## config.mk

```make
export PLATFORM = sky130hd
export DESIGN_NAME = gcode_word_parser_unit
export DESIGN_NICKNAME = d
export VERILOG_FILES = /design/src/rtl/core/gwp_pkg.sv /design/src/rtl/core/gcode_word_parser_unit.sv /design/src/rtl/core/gwp_req_stage.sv /design/src/rtl/core/gwp_parse_core.sv /design/src/rtl/core/gwp_rsp_stage.sv
export SDC_FILE = /design/constraint.sdc
export NUM_CORES = 2
export LEC_CHECK = 0
export BUFFER_PORTS_ARGS = -buffer_cell sky130_fd_sc_hd__buf_2
export CORE_MARGIN = 3
export CORE_UTILIZATION = 40
export CTS_CLUSTER_SIZE = 24
export DETAILED_ROUTE_END_ITERATION = 10
export GPL_TIMING_DRIVEN = 0
export PLACE_DENSITY_LB_ADDON = 0.1
export SETUP_SLACK_MARGIN = 0.2
export SYNTH_ARGS = -nofsm -noshare
export SYNTH_HDL_FRONTEND = slang
export SYNTH_SLANG_ARGS = --single-unit
```

## constraint.sdc

```tcl
create_clock -name clock -period 12.32 [get_ports clock]
set_input_delay 0.616 -clock clock [delete_from_list [all_inputs] [get_ports clock]]
set_output_delay 0.616 -clock clock [all_outputs]
set_load 0.05 [all_outputs]
```

## src/rtl/core/gwp_pkg.sv

```systemverilog
// Shared types, character codes and fixed-point constants of the G-code word parser.
`timescale 1ns / 1ps

package gwp_pkg;

   // Number format: fraction digits kept and the largest mantissa digit count.
   localparam int DECIMALS   = 3;
   localparam int MAX_DIGITS = 9;

   localparam int FRAC_W  = 3;
   localparam int MANT_W  = 32;
   localparam int SCALE_W = 20;
   localparam int PROD_W  = MANT_W + SCALE_W;
   localparam int LIM_W   = 33;

   // Powers of ten used to derive the mantissa limit.
   localparam logic [33:0] POW10_TAB [0:9] = '{
      34'd1, 34'd10, 34'd100, 34'd1000, 34'd10000, 34'd100000, 34'd1000000,
      34'd10000000, 34'd100000000, 34'd1000000000
   };

   localparam logic [MANT_W-1:0] MANT_MAX = MANT_W'(POW10_TAB[MAX_DIGITS] - 34'd1);

   // Scale factor from the mantissa to thousandths, indexed by missing fraction digits.
   localparam logic [SCALE_W-1:0] SCALE_TAB [0:7] = '{
      20'd1, 20'd10, 20'd100, 20'd1000, 20'd10000, 20'd100000, 20'd1000000, 20'd0
   };

   localparam logic [23:0] LINE_MAX  = 24'hFF_FFFF;
   localparam logic [15:0] GCODE_MAX = 16'hFFFF;

   localparam logic [LIM_W-1:0] POS_LIMIT = 33'h0_7FFF_FFFF;
   localparam logic [LIM_W-1:0] NEG_LIMIT = 33'h0_8000_0000;

   // Character codes.
   localparam logic [7:0] NO_LETTER = 8'd0;
   localparam logic [7:0] CH_LF     = 8'd10;
   localparam logic [7:0] CH_SPACE  = 8'd32;
   localparam logic [7:0] CH_LPAREN = 8'h28;
   localparam logic [7:0] CH_RPAREN = 8'h29;
   localparam logic [7:0] CH_MINUS  = 8'h2D;
   localparam logic [7:0] CH_POINT  = 8'h2E;
   localparam logic [7:0] CH_0      = 8'h30;
   localparam logic [7:0] CH_9      = 8'h39;
   localparam logic [7:0] CH_A      = 8'h41;
   localparam logic [7:0] CH_G      = 8'h47;
   localparam logic [7:0] CH_N      = 8'h4E;
   localparam logic [7:0] CH_X      = 8'h58;
   localparam logic [7:0] CH_Y      = 8'h59;
   localparam logic [7:0] CH_Z      = 8'h5A;

   // Kinds of record the parser emits.
   typedef enum logic [2:0] {
      EV_LINE       = 3'd0,
      EV_COMMAND    = 3'd1,
      EV_X          = 3'd2,
      EV_Y          = 3'd3,
      EV_Z          = 3'd4,
      EV_UNKNOWN    = 3'd5,
      EV_NO_COMMAND = 3'd6,
      EV_EMPTY      = 3'd7
   } event_kind_type;

   // One input request as held in the input register.
   typedef struct packed {
      logic [7:0] char_code;
      logic       end_of_text;
   } req_item_type;

   // One result record.
   typedef struct packed {
      event_kind_type     event_kind;
      logic [7:0]         word_letter;
      logic [15:0]        gcode_number;
      logic [23:0]        line_number;
      logic signed [31:0] x_thou;
      logic signed [31:0] y_thou;
      logic signed [31:0] z_thou;
   } record_type;

   // Handshake between the parse core and the two register stages.
   typedef struct packed {
      logic produce;
      logic advance;
   } pipe_ctrl_type;

endpackage

```

## src/rtl/core/gcode_word_parser_unit.sv

```systemverilog
// Top level of the G-code word parser: input register, parse core and result register.
`timescale 1ns / 1ps

// Usage:
// The req_ channel takes one ASCII character per request (req_char_code), or an
// end-of-text marker (req_end_of_text) that flushes the pending word. A request is
// taken at a clock edge with req_valid high and req_stall low. Each evaluated word
// gives one record on the rsp_ channel, taken at an edge with rsp_valid high and
// rsp_stall low; characters that only build a word give no record.
// The csr_ channel writes absolute_mode (csr_valid with csr_ready, always ready);
// write it only while the block is idle.
// A request is held in the input register, the parse core evaluates it in a single
// pass, and the record shows in the result register. Throughput is one request per
// cycle unless a record waits on a stalled receiver; the critical path is one 32x20
// scale multiply and clamp feeding the command state and the result register.
// When the receiver stalls with a record waiting, requests that give no record keep
// flowing; a request that would give a record waits in the input register.
// Reset empties both registers, clears all parser state and sets absolute_mode to 1.
module gcode_word_parser_unit (
   input  logic               clock,
   input  logic               reset,
   input  logic               req_valid,
   output logic               req_stall,
   input  logic [7:0]         req_char_code,
   input  logic               req_end_of_text,
   output logic               rsp_valid,
   input  logic               rsp_stall,
   output logic [2:0]         rsp_event_kind,
   output logic [7:0]         rsp_word_letter,
   output logic [15:0]        rsp_gcode_number,
   output logic [23:0]        rsp_line_number,
   output logic signed [31:0] rsp_x_thou,
   output logic signed [31:0] rsp_y_thou,
   output logic signed [31:0] rsp_z_thou,
   input  logic               csr_valid,
   output logic               csr_ready,
   input  logic               csr_absolute_mode
);

   logic                   absolute_mode_ff;
   logic                   absolute_mode_in;
   logic                   item_valid;
   gwp_pkg::req_item_type  item;
   logic                   produce;
   logic                   advance;
   logic                   can_take;
   gwp_pkg::record_type    record;
   gwp_pkg::record_type    rsp_record;
   gwp_pkg::pipe_ctrl_type ctrl;

   // Configuration register.
   assign csr_ready        = 1'b1;
   assign absolute_mode_in = (csr_valid && csr_ready) ? csr_absolute_mode : absolute_mode_ff;

   always_ff @(posedge clock) begin
      if (reset) begin
         absolute_mode_ff <= 1'b1;
      end else begin
         absolute_mode_ff <= absolute_mode_in;
      end
   end

   // The held request moves on unless it makes a record that has nowhere to go.
   assign advance      = item_valid && (!produce || can_take);
   assign ctrl.produce = produce;
   assign ctrl.advance = advance;

   gwp_req_stage u_req_stage (
      .clock           (clock),
      .reset           (reset),
      .req_valid       (req_valid),
      .req_stall       (req_stall),
      .req_char_code   (req_char_code),
      .req_end_of_text (req_end_of_text),
      .advance         (advance),
      .item_valid      (item_valid),
      .item            (item)
   );

   gwp_parse_core u_parse_core (
      .clock         (clock),
      .reset         (reset),
      .item_valid    (item_valid),
      .item          (item),
      .advance       (advance),
      .absolute_mode (absolute_mode_ff),
      .produce       (produce),
      .record        (record)
   );

   gwp_rsp_stage u_rsp_stage (
      .clock      (clock),
      .reset      (reset),
      .ctrl       (ctrl),
      .record     (record),
      .can_take   (can_take),
      .rsp_valid  (rsp_valid),
      .rsp_stall  (rsp_stall),
      .rsp_record (rsp_record)
   );

   // Result fields.
   assign rsp_event_kind   = rsp_record.event_kind;
   assign rsp_word_letter  = rsp_record.word_letter;
   assign rsp_gcode_number = rsp_record.gcode_number;
   assign rsp_line_number  = rsp_record.line_number;
   assign rsp_x_thou       = rsp_record.x_thou;
   assign rsp_y_thou       = rsp_record.y_thou;
   assign rsp_z_thou       = rsp_record.z_thou;

   // The input side only stalls while a request is held.
   a_stall_needs_item: assert property (@(posedge clock) disable iff (reset)
      req_stall |-> item_valid)
      else $error("Request stalled with an empty input register.");

   // A record is never loaded over one that the receiver is still stalling.
   a_no_overwrite: assert property (@(posedge clock) disable iff (reset)
      (produce && advance) |-> (!rsp_valid || !rsp_stall))
      else $error("Result register overwritten while stalled.");

   // A stalled request that makes no record cannot stay stuck.
   a_quiet_item_moves: assert property (@(posedge clock) disable iff (reset)
      (item_valid && !produce) |-> advance)
      else $error("Request without a record failed to advance.");

   // A configuration write lands in the mode register.
   a_csr_write: assert property (@(posedge clock) disable iff (reset)
      (csr_valid && csr_ready) |=> (absolute_mode_ff == $past(csr_absolute_mode)))
      else $error("Configuration write not taken.");

endmodule

```

## src/rtl/core/gwp_req_stage.sv

```systemverilog
// Input register of the G-code word parser, holding one request until the core takes it.
`timescale 1ns / 1ps

module gwp_req_stage (
   input  logic                  clock,
   input  logic                  reset,
   input  logic                  req_valid,
   output logic                  req_stall,
   input  logic [7:0]            req_char_code,
   input  logic                  req_end_of_text,
   input  logic                  advance,
   output logic                  item_valid,
   output gwp_pkg::req_item_type item
);

   logic                  valid_ff;
   logic                  valid_in;
   logic                  load;
   gwp_pkg::req_item_type item_ff;

   // Stall only while a held request cannot move on this cycle.
   assign req_stall = valid_ff && !advance;
   assign load      = req_valid && !req_stall;
   assign valid_in  = load || (valid_ff && !advance);

   always_ff @(posedge clock) begin
      if (reset) begin
         valid_ff <= 1'b0;
      end else begin
         valid_ff <= valid_in;
      end
   end

   // Payload capture needs no reset.
   always_ff @(posedge clock) begin
      if (load) begin
         item_ff.char_code   <= req_char_code;
         item_ff.end_of_text <= req_end_of_text;
      end
   end

   assign item_valid = valid_ff;
   assign item       = item_ff;

endmodule

```

## src/rtl/core/gwp_parse_core.sv

```systemverilog
// Tokenizer state and single-pass word evaluation of the G-code word parser.
`timescale 1ns / 1ps

module gwp_parse_core (
   input  logic                  clock,
   input  logic                  reset,
   input  logic                  item_valid,
   input  gwp_pkg::req_item_type item,
   input  logic                  advance,
   input  logic                  absolute_mode,
   output logic                  produce,
   output gwp_pkg::record_type   record
);

   // Tokenizer and number state.
   logic                       in_comment_ff, in_comment_in;
   logic [7:0]                 pending_letter_ff, pending_letter_in;
   logic [gwp_pkg::MANT_W-1:0] mantissa_ff, mantissa_in;
   logic [gwp_pkg::MANT_W-1:0] int_part_ff, int_part_in;
   logic [gwp_pkg::FRAC_W-1:0] fraction_count_ff, fraction_count_in;
   logic                       point_seen_ff, point_seen_in;
   logic                       minus_seen_ff, minus_seen_in;
   logic                       digit_seen_ff, digit_seen_in;
   logic                       number_closed_ff, number_closed_in;
   logic                       mantissa_sat_ff, mantissa_sat_in;

   // Current command state.
   logic [23:0]        cur_line_ff, cur_line_in;
   logic               have_command_ff, have_command_in;
   logic [15:0]        cur_gcode_ff, cur_gcode_in;
   logic signed [31:0] cur_x_ff, cur_x_in;
   logic signed [31:0] cur_y_ff, cur_y_in;
   logic signed [31:0] cur_z_ff, cur_z_in;

   // Evaluation of the pending word.
   logic                        ev_axis;
   logic                        ev_known;
   logic [gwp_pkg::MANT_W-1:0]  int_value;
   logic [23:0]                 n_value;
   logic [15:0]                 g_value;
   logic [gwp_pkg::FRAC_W-1:0]  scale_idx;
   logic [gwp_pkg::PROD_W-1:0]  thou_product;
   logic [gwp_pkg::LIM_W-1:0]   thou_limit;
   logic [gwp_pkg::LIM_W-1:0]   thou_mag;
   logic signed [31:0]          thou_value;
   gwp_pkg::event_kind_type     ev_kind;
   logic [23:0]                 ev_line;
   logic [15:0]                 ev_gcode;
   logic                        ev_have;
   logic signed [31:0]          ev_x, ev_y, ev_z;

   // Character decoding.
   logic [7:0]                  c;
   logic                        comment_next;
   logic                        is_letter;
   logic                        is_digit;
   logic                        raw_produce;
   logic [gwp_pkg::MANT_W+3:0]  next_mant;

   // Integer part for the G and N fields: saturated, and zero for a negative value.
   always_comb begin
      int_value = point_seen_ff ? int_part_ff : mantissa_ff;
      if (minus_seen_ff) begin
         n_value = '0;
         g_value = '0;
      end else begin
         if (mantissa_sat_ff || int_value > {8'd0, gwp_pkg::LINE_MAX}) begin
            n_value = gwp_pkg::LINE_MAX;
         end else begin
            n_value = int_value[23:0];
         end
         if (mantissa_sat_ff || int_value > {16'd0, gwp_pkg::GCODE_MAX}) begin
            g_value = gwp_pkg::GCODE_MAX;
         end else begin
            g_value = int_value[15:0];
         end
      end
   end

   // Axis value in thousandths: one constant-table multiply, then clamp and sign.
   assign scale_idx    = gwp_pkg::FRAC_W'(gwp_pkg::DECIMALS) - fraction_count_ff;
   assign thou_product = gwp_pkg::PROD_W'(mantissa_ff)
                         * gwp_pkg::PROD_W'(gwp_pkg::SCALE_TAB[scale_idx]);
   assign thou_limit   = minus_seen_ff ? gwp_pkg::NEG_LIMIT : gwp_pkg::POS_LIMIT;

   always_comb begin
      if (mantissa_sat_ff || thou_product > gwp_pkg::PROD_W'(thou_limit)) begin
         thou_mag = thou_limit;
      end else begin
         thou_mag = thou_product[gwp_pkg::LIM_W-1:0];
      end
      thou_value = minus_seen_ff ? $signed(32'd0 - thou_mag[31:0]) : $signed(thou_mag[31:0]);
   end

   // Effect of the pending word on the command state.
   always_comb begin
      ev_axis  = (pending_letter_ff == gwp_pkg::CH_X) || (pending_letter_ff == gwp_pkg::CH_Y)
                 || (pending_letter_ff == gwp_pkg::CH_Z);
      ev_known = ev_axis || (pending_letter_ff == gwp_pkg::CH_N)
                 || (pending_letter_ff == gwp_pkg::CH_G);
      ev_kind  = gwp_pkg::EV_UNKNOWN;
      ev_line  = cur_line_ff;
      ev_gcode = cur_gcode_ff;
      ev_have  = have_command_ff;
      ev_x     = cur_x_ff;
      ev_y     = cur_y_ff;
      ev_z     = cur_z_ff;
      if (!ev_known) begin
         ev_kind = gwp_pkg::EV_UNKNOWN;
      end else if (!digit_seen_ff) begin
         ev_kind = gwp_pkg::EV_EMPTY;
      end else if (ev_axis && !have_command_ff) begin
         ev_kind = gwp_pkg::EV_NO_COMMAND;
      end else begin
         case (pending_letter_ff)
            gwp_pkg::CH_N: begin
               ev_kind = gwp_pkg::EV_LINE;
               ev_line = n_value;
            end
            gwp_pkg::CH_G: begin
               ev_kind  = gwp_pkg::EV_COMMAND;
               ev_gcode = g_value;
               ev_have  = 1'b1;
               if (!(absolute_mode && have_command_ff)) begin
                  ev_x = '0;
                  ev_y = '0;
                  ev_z = '0;
               end
            end
            gwp_pkg::CH_X: begin
               ev_kind = gwp_pkg::EV_X;
               ev_x    = thou_value;
            end
            gwp_pkg::CH_Y: begin
               ev_kind = gwp_pkg::EV_Y;
               ev_y    = thou_value;
            end
            gwp_pkg::CH_Z: begin
               ev_kind = gwp_pkg::EV_Z;
               ev_z    = thou_value;
            end
            default: begin
               ev_kind = gwp_pkg::EV_UNKNOWN;
            end
         endcase
      end
   end

   // The record carries the state after the word took effect.
   always_comb begin
      record.event_kind   = ev_kind;
      record.word_letter  = pending_letter_ff;
      record.gcode_number = ev_gcode;
      record.line_number  = ev_line;
      record.x_thou       = ev_x;
      record.y_thou       = ev_y;
      record.z_thou       = ev_z;
   end

   // Next state for the request in the input register.
   always_comb begin
      c            = item.char_code;
      is_letter    = c inside {[gwp_pkg::CH_A:gwp_pkg::CH_Z]};
      is_digit     = c inside {[gwp_pkg::CH_0:gwp_pkg::CH_9]};
      next_mant    = (gwp_pkg::MANT_W+4)'(mantissa_ff) * (gwp_pkg::MANT_W+4)'(10)
                     + (gwp_pkg::MANT_W+4)'(c - gwp_pkg::CH_0);
      comment_next = in_comment_ff;
      if (c == gwp_pkg::CH_LPAREN) begin
         comment_next = 1'b1;
      end else if (c == gwp_pkg::CH_RPAREN) begin
         comment_next = 1'b0;
      end

      raw_produce       = 1'b0;
      in_comment_in     = in_comment_ff;
      pending_letter_in = pending_letter_ff;
      mantissa_in       = mantissa_ff;
      int_part_in       = int_part_ff;
      fraction_count_in = fraction_count_ff;
      point_seen_in     = point_seen_ff;
      minus_seen_in     = minus_seen_ff;
      digit_seen_in     = digit_seen_ff;
      number_closed_in  = number_closed_ff;
      mantissa_sat_in   = mantissa_sat_ff;
      cur_line_in       = cur_line_ff;
      have_command_in   = have_command_ff;
      cur_gcode_in      = cur_gcode_ff;
      cur_x_in          = cur_x_ff;
      cur_y_in          = cur_y_ff;
      cur_z_in          = cur_z_ff;

      if (item.end_of_text || (is_letter && !comment_next)) begin
         // A word boundary: evaluate the pending word, then start a fresh one.
         raw_produce = (pending_letter_ff != gwp_pkg::NO_LETTER);
         if (raw_produce) begin
            cur_line_in     = ev_line;
            have_command_in = ev_have;
            cur_gcode_in    = ev_gcode;
            cur_x_in        = ev_x;
            cur_y_in        = ev_y;
            cur_z_in        = ev_z;
         end
         mantissa_in       = '0;
         int_part_in       = '0;
         fraction_count_in = '0;
         point_seen_in     = 1'b0;
         minus_seen_in     = 1'b0;
         digit_seen_in     = 1'b0;
         number_closed_in  = 1'b0;
         mantissa_sat_in   = 1'b0;
         if (item.end_of_text) begin
            pending_letter_in = gwp_pkg::NO_LETTER;
            in_comment_in     = 1'b0;
         end else begin
            pending_letter_in = c;
            in_comment_in     = comment_next;
         end
      end else begin
         in_comment_in = comment_next;
         if (!comment_next && c != gwp_pkg::CH_SPACE && c != gwp_pkg::CH_LF
             && pending_letter_ff != gwp_pkg::NO_LETTER && !number_closed_ff) begin
            // Number characters of the open word.
            if (c == gwp_pkg::CH_MINUS) begin
               if (digit_seen_ff || point_seen_ff || minus_seen_ff) begin
                  number_closed_in = 1'b1;
               end else begin
                  minus_seen_in = 1'b1;
               end
            end else if (c == gwp_pkg::CH_POINT) begin
               if (point_seen_ff) begin
                  number_closed_in = 1'b1;
               end else begin
                  point_seen_in = 1'b1;
                  int_part_in   = mantissa_ff;
               end
            end else if (is_digit) begin
               digit_seen_in = 1'b1;
               if ((point_seen_ff && fraction_count_ff >= gwp_pkg::FRAC_W'(gwp_pkg::DECIMALS))
                   || mantissa_sat_ff) begin
                  // Truncated fraction digit or saturated mantissa: digit is dropped.
                  mantissa_in = mantissa_ff;
               end else if (next_mant > (gwp_pkg::MANT_W+4)'(gwp_pkg::MANT_MAX)) begin
                  mantissa_sat_in = 1'b1;
               end else begin
                  mantissa_in = next_mant[gwp_pkg::MANT_W-1:0];
                  if (point_seen_ff) begin
                     fraction_count_in = fraction_count_ff + gwp_pkg::FRAC_W'(1);
                  end
               end
            end
         end
      end
   end

   assign produce = item_valid && raw_produce;

   // State registers move only when the core takes the held request.
   always_ff @(posedge clock) begin
      if (reset) begin
         in_comment_ff     <= 1'b0;
         pending_letter_ff <= gwp_pkg::NO_LETTER;
         mantissa_ff       <= '0;
         int_part_ff       <= '0;
         fraction_count_ff <= '0;
         point_seen_ff     <= 1'b0;
         minus_seen_ff     <= 1'b0;
         digit_seen_ff     <= 1'b0;
         number_closed_ff  <= 1'b0;
         mantissa_sat_ff   <= 1'b0;
         cur_line_ff       <= '0;
         have_command_ff   <= 1'b0;
         cur_gcode_ff      <= '0;
         cur_x_ff          <= '0;
         cur_y_ff          <= '0;
         cur_z_ff          <= '0;
      end else if (advance) begin
         in_comment_ff     <= in_comment_in;
         pending_letter_ff <= pending_letter_in;
         mantissa_ff       <= mantissa_in;
         int_part_ff       <= int_part_in;
         fraction_count_ff <= fraction_count_in;
         point_seen_ff     <= point_seen_in;
         minus_seen_ff     <= minus_seen_in;
         digit_seen_ff     <= digit_seen_in;
         number_closed_ff  <= number_closed_in;
         mantissa_sat_ff   <= mantissa_sat_in;
         cur_line_ff       <= cur_line_in;
         have_command_ff   <= have_command_in;
         cur_gcode_ff      <= cur_gcode_in;
         cur_x_ff          <= cur_x_in;
         cur_y_ff          <= cur_y_in;
         cur_z_ff          <= cur_z_in;
      end
   end

endmodule

```

## src/rtl/core/gwp_rsp_stage.sv

```systemverilog
// Result register of the G-code word parser, holding one record until the receiver takes it.
`timescale 1ns / 1ps

module gwp_rsp_stage (
   input  logic                   clock,
   input  logic                   reset,
   input  gwp_pkg::pipe_ctrl_type ctrl,
   input  gwp_pkg::record_type    record,
   output logic                   can_take,
   output logic                   rsp_valid,
   input  logic                   rsp_stall,
   output gwp_pkg::record_type    rsp_record
);

   logic                valid_ff;
   logic                valid_in;
   logic                load;
   gwp_pkg::record_type record_ff;

   // A new record may enter when the register is empty or is being drained.
   assign can_take = !valid_ff || !rsp_stall;
   assign load     = ctrl.produce && ctrl.advance;
   assign valid_in = load || (valid_ff && rsp_stall);

   always_ff @(posedge clock) begin
      if (reset) begin
         valid_ff <= 1'b0;
      end else begin
         valid_ff <= valid_in;
      end
   end

   // Record payload capture.
   always_ff @(posedge clock) begin
      if (load) begin
         record_ff <= record;
      end
   end

   assign rsp_valid  = valid_ff;
   assign rsp_record = record_ff;

endmodule
```

==> metrics.cfg <==
[detailed_routing]
wl_per_cell_um = 22.1
initialDrtViolationCount = 2510
first_pass_iters = 5
wl_um = 132000
via_count = 32795
drc = 0
antenna_left = 0
vias_per_cell = 5.47

[clock_tree]
clockBufferDepth = 3
insertion_delay_ns = 0.60
cts_tree = yes
clock_sinks = 377
path_clk_slew_ns = 0.06
cts_buffers = 42
htree_levels = 2
root_buffer = clkbuf_16

[worst_hold_path]
hold_start = req_char_code[2]
hold_class = primary input to flip-flop
min_path_cells = 1

[setup_path]
worstReg2RegStart = u_parse_core.fraction_count_ff[0]
startpoint = u_parse_core.fraction_count_ff[0]
ff2ff_path_depth = 57
path_class = flip-flop to flip-flop
critPathArrivalTime_ns = 13.14
critPathCaptureType = flip-flop
cp.required_ns = 12.76
cp_num_buf_inv = 15
critPathMaxFanout = 6
slowest_stage = or4_4
path_depth = 57
cp-start-kind = flip-flop
cp_top_family = adder cells
crit_top_cell = fa_1
slowest_delay_ns = 0.55

[final_layout]
area_growth_pct = 17.2
nFillCells = 9475
antenna_cells = 0
stdcell_count = 5995
nets = 5498
post_route_cells_drive_above_1_share_pct = 14.6

[die]
initial_core_util_pct = 40.4
fp-row-count = 114
die_area_sq_um = 102000
core_sq_um = 96900
die_x_um = 319
io_pins = 165
die-height_um = 319

[placement]
place_congestion = 0.951
dp_hpwl_um = 107000
port_buffers = 163
pre_cts_ws_ns = -4.02
dp.cells = 5788

[sta]
fin_ws_ns = -0.379
fin_worst_skew_ns = 0.0558
fin_setup_tns_ns = -8.93
setup_viol = 50
slew_headroom_pct = 8.29
rsz0062_at_grt = true
worst_hold_slack_ns = 0.201
min_period_over_period_pct = 103
clock.fmax_ghz = 0.0787
slew_violations = 0
hold_violations = 0
worst_slew_pin_slew_ns = 1.36
fin_crit_ns = 12.70

[logic_synthesis]
syn-num-nets = 5157
syn_area_per_cell_sq_um = 9.01
ys_types = 88
synth_edf_count = 156
synthCells = 4345
yosysWarnings = 0
ys_seq_area_share_pct = 23.3
ys_ff_latch = 377
async_flop_share_pct = 0
synth_area_sq_um = 39100
yosys_most_used_dff = dfxtp_1

[power_and_ir_drop]
p_total_mw = 3.00
power_density_nw_per_um2 = 65.4
p_leak_nw = 22.1
vdd_ir_drop_max_v = 0.0000938

[outcome]
violations = setup timing
status = finished with violations

[global_route]
grt_max_degree = 64
grt-ovfl-total = 0
grt_pass1_vias = 33320
antenna_found_initial = 2
grt_usage_pct = 26.0
grt_pass1_wl_um = 204000

[run]
maxCapViolations = 0

[cell usage in the layout, fill, tap and decap left out, types with 31 or more instances in the layout]
cell,instances
a21oi_1,237
inv_1,612
ha_1,316
and2_1,100
nor2_1,194
nand2_1,543
clkbuf_1,144
dfxtp_1,218
fa_1,449
a21o_1,83
clkbuf_16,47
a211oi_1,31
o21ai_0,181
buf_4,112
edfxtp_1,156
xnor2_1,71
nand4_1,31
a22o_1,102
mux2i_1,35
nand3_1,48
buf_2,170
o21a_1,35
nor3_1,87
[final timing paths]
check | slack [ns] | to
max | -0.38 | u_rsp_stage.rsp_record[30]
min | 0.20 | u_req_stage.item[3]
max reg2reg | -0.38 | u_rsp_stage.rsp_record[30]
min reg2reg | 0.45 | u_rsp_stage.rsp_record[136]
[per-layer routing]
layer	vias up	part of all wire (%)	global-route usage (%)
met4	0	4.3	9.66
li1	15229	-	-
met5	-	0	0
met2	973	47	43.2
met3	203	5.4	2.90
met1	16390	44	35.0
[registers in the layout, indices dropped and copies added, names as in the netlist, 16 cells and up]
signal,flops
u_rsp_stage.rsp_record,147
u_parse_core.cur_y_ff,32
u_parse_core.cur_z_ff,32
u_parse_core.cur_line_ff,24
u_parse_core.cur_gcode_ff,16
u_parse_core.cur_x_ff,32
u_parse_core.mantissa_ff,32
u_parse_core.int_part_ff,32
[logic make-up after synthesis]
kind of cell    after synthesis  share of synthesized area [%]
mux                          66                           1.78
compound gates              928                           15.6
buf+inv                     856                           8.30
simple gates               1208                           14.2
other cells                   1                        0.00958
xor+xnor                    112                           2.51
fa+ha+maj                   797                           34.3
flops                       377                           23.3
[where the power goes]
group | internal, mW | total [mW] | switching (mW)
logic | 0.144 | 0.401 | 0.257
clock network | 0.748 | 1.29 | 0.542
registers | 1.30 | 1.31 | 0.00783
[through the flow]
stage	util [%]	area [sq um]
floorplan	-	39200
global placement	43.0	41600
detailed placement	43.0	41700
CTS	46.7	45200
global route	47.4	45900
finish	47.4	45900
[worst register-to-register path, delay by kind of cell, from the launching register on]
kind | cells | cell delay (ns)
AO/OA/AOI/OAI | 7 | 1.48
XOR/XNOR | 1 | 0.16
adder cells (fa/ha/maj) | 11 | 4.36
buffers and inverters | 15 | 1.76
flip-flops | 1 | 0.37
multiplexers | 2 | 0.35
AND/OR/NAND/NOR | 21 | 4.12
[final cells by class]
cell class	count	area [sq um]	share of cell area [%]
clock buffers	56	1140	2.49
well taps	1276	1600	3.48
inverters	635	2400	5.23
multi-input cells	3112	27900	60.9
repair buffers	298	2040	4.44
plain buffers	220	1360	2.96
flip-flops and latches	377	9120	19.9
clock inverters	21	270	0.589
[Yosys cell counts, types with 98 or more instances]
library cell	count	area [sq um]
a21oi_1	248	1240
a22o_1	105	920
and2_1	109	682
clkbuf_1	202	758
dfxtp_1	221	4420
edfxtp_1	156	4680
fa_1	461	9230
ha_1	336	4200
inv_1	632	2370
nand2_1	557	2090
nor2_1	204	766
nor3_1	98	490
o21ai_0	196	981
[repair_timing]
action | 4_1_cts | 5_1_grt
resized for setup | 341 | 98
hold endpoints to repair | 0 | 0
setup buffers | 97 | 30
cloned | 3 | 0
hold buffers | 0 | 0
setup endpoints to repair | 192 | 88
pin swaps | 117 | 78
Note: power is estimated with default switching activity, not from simulation.
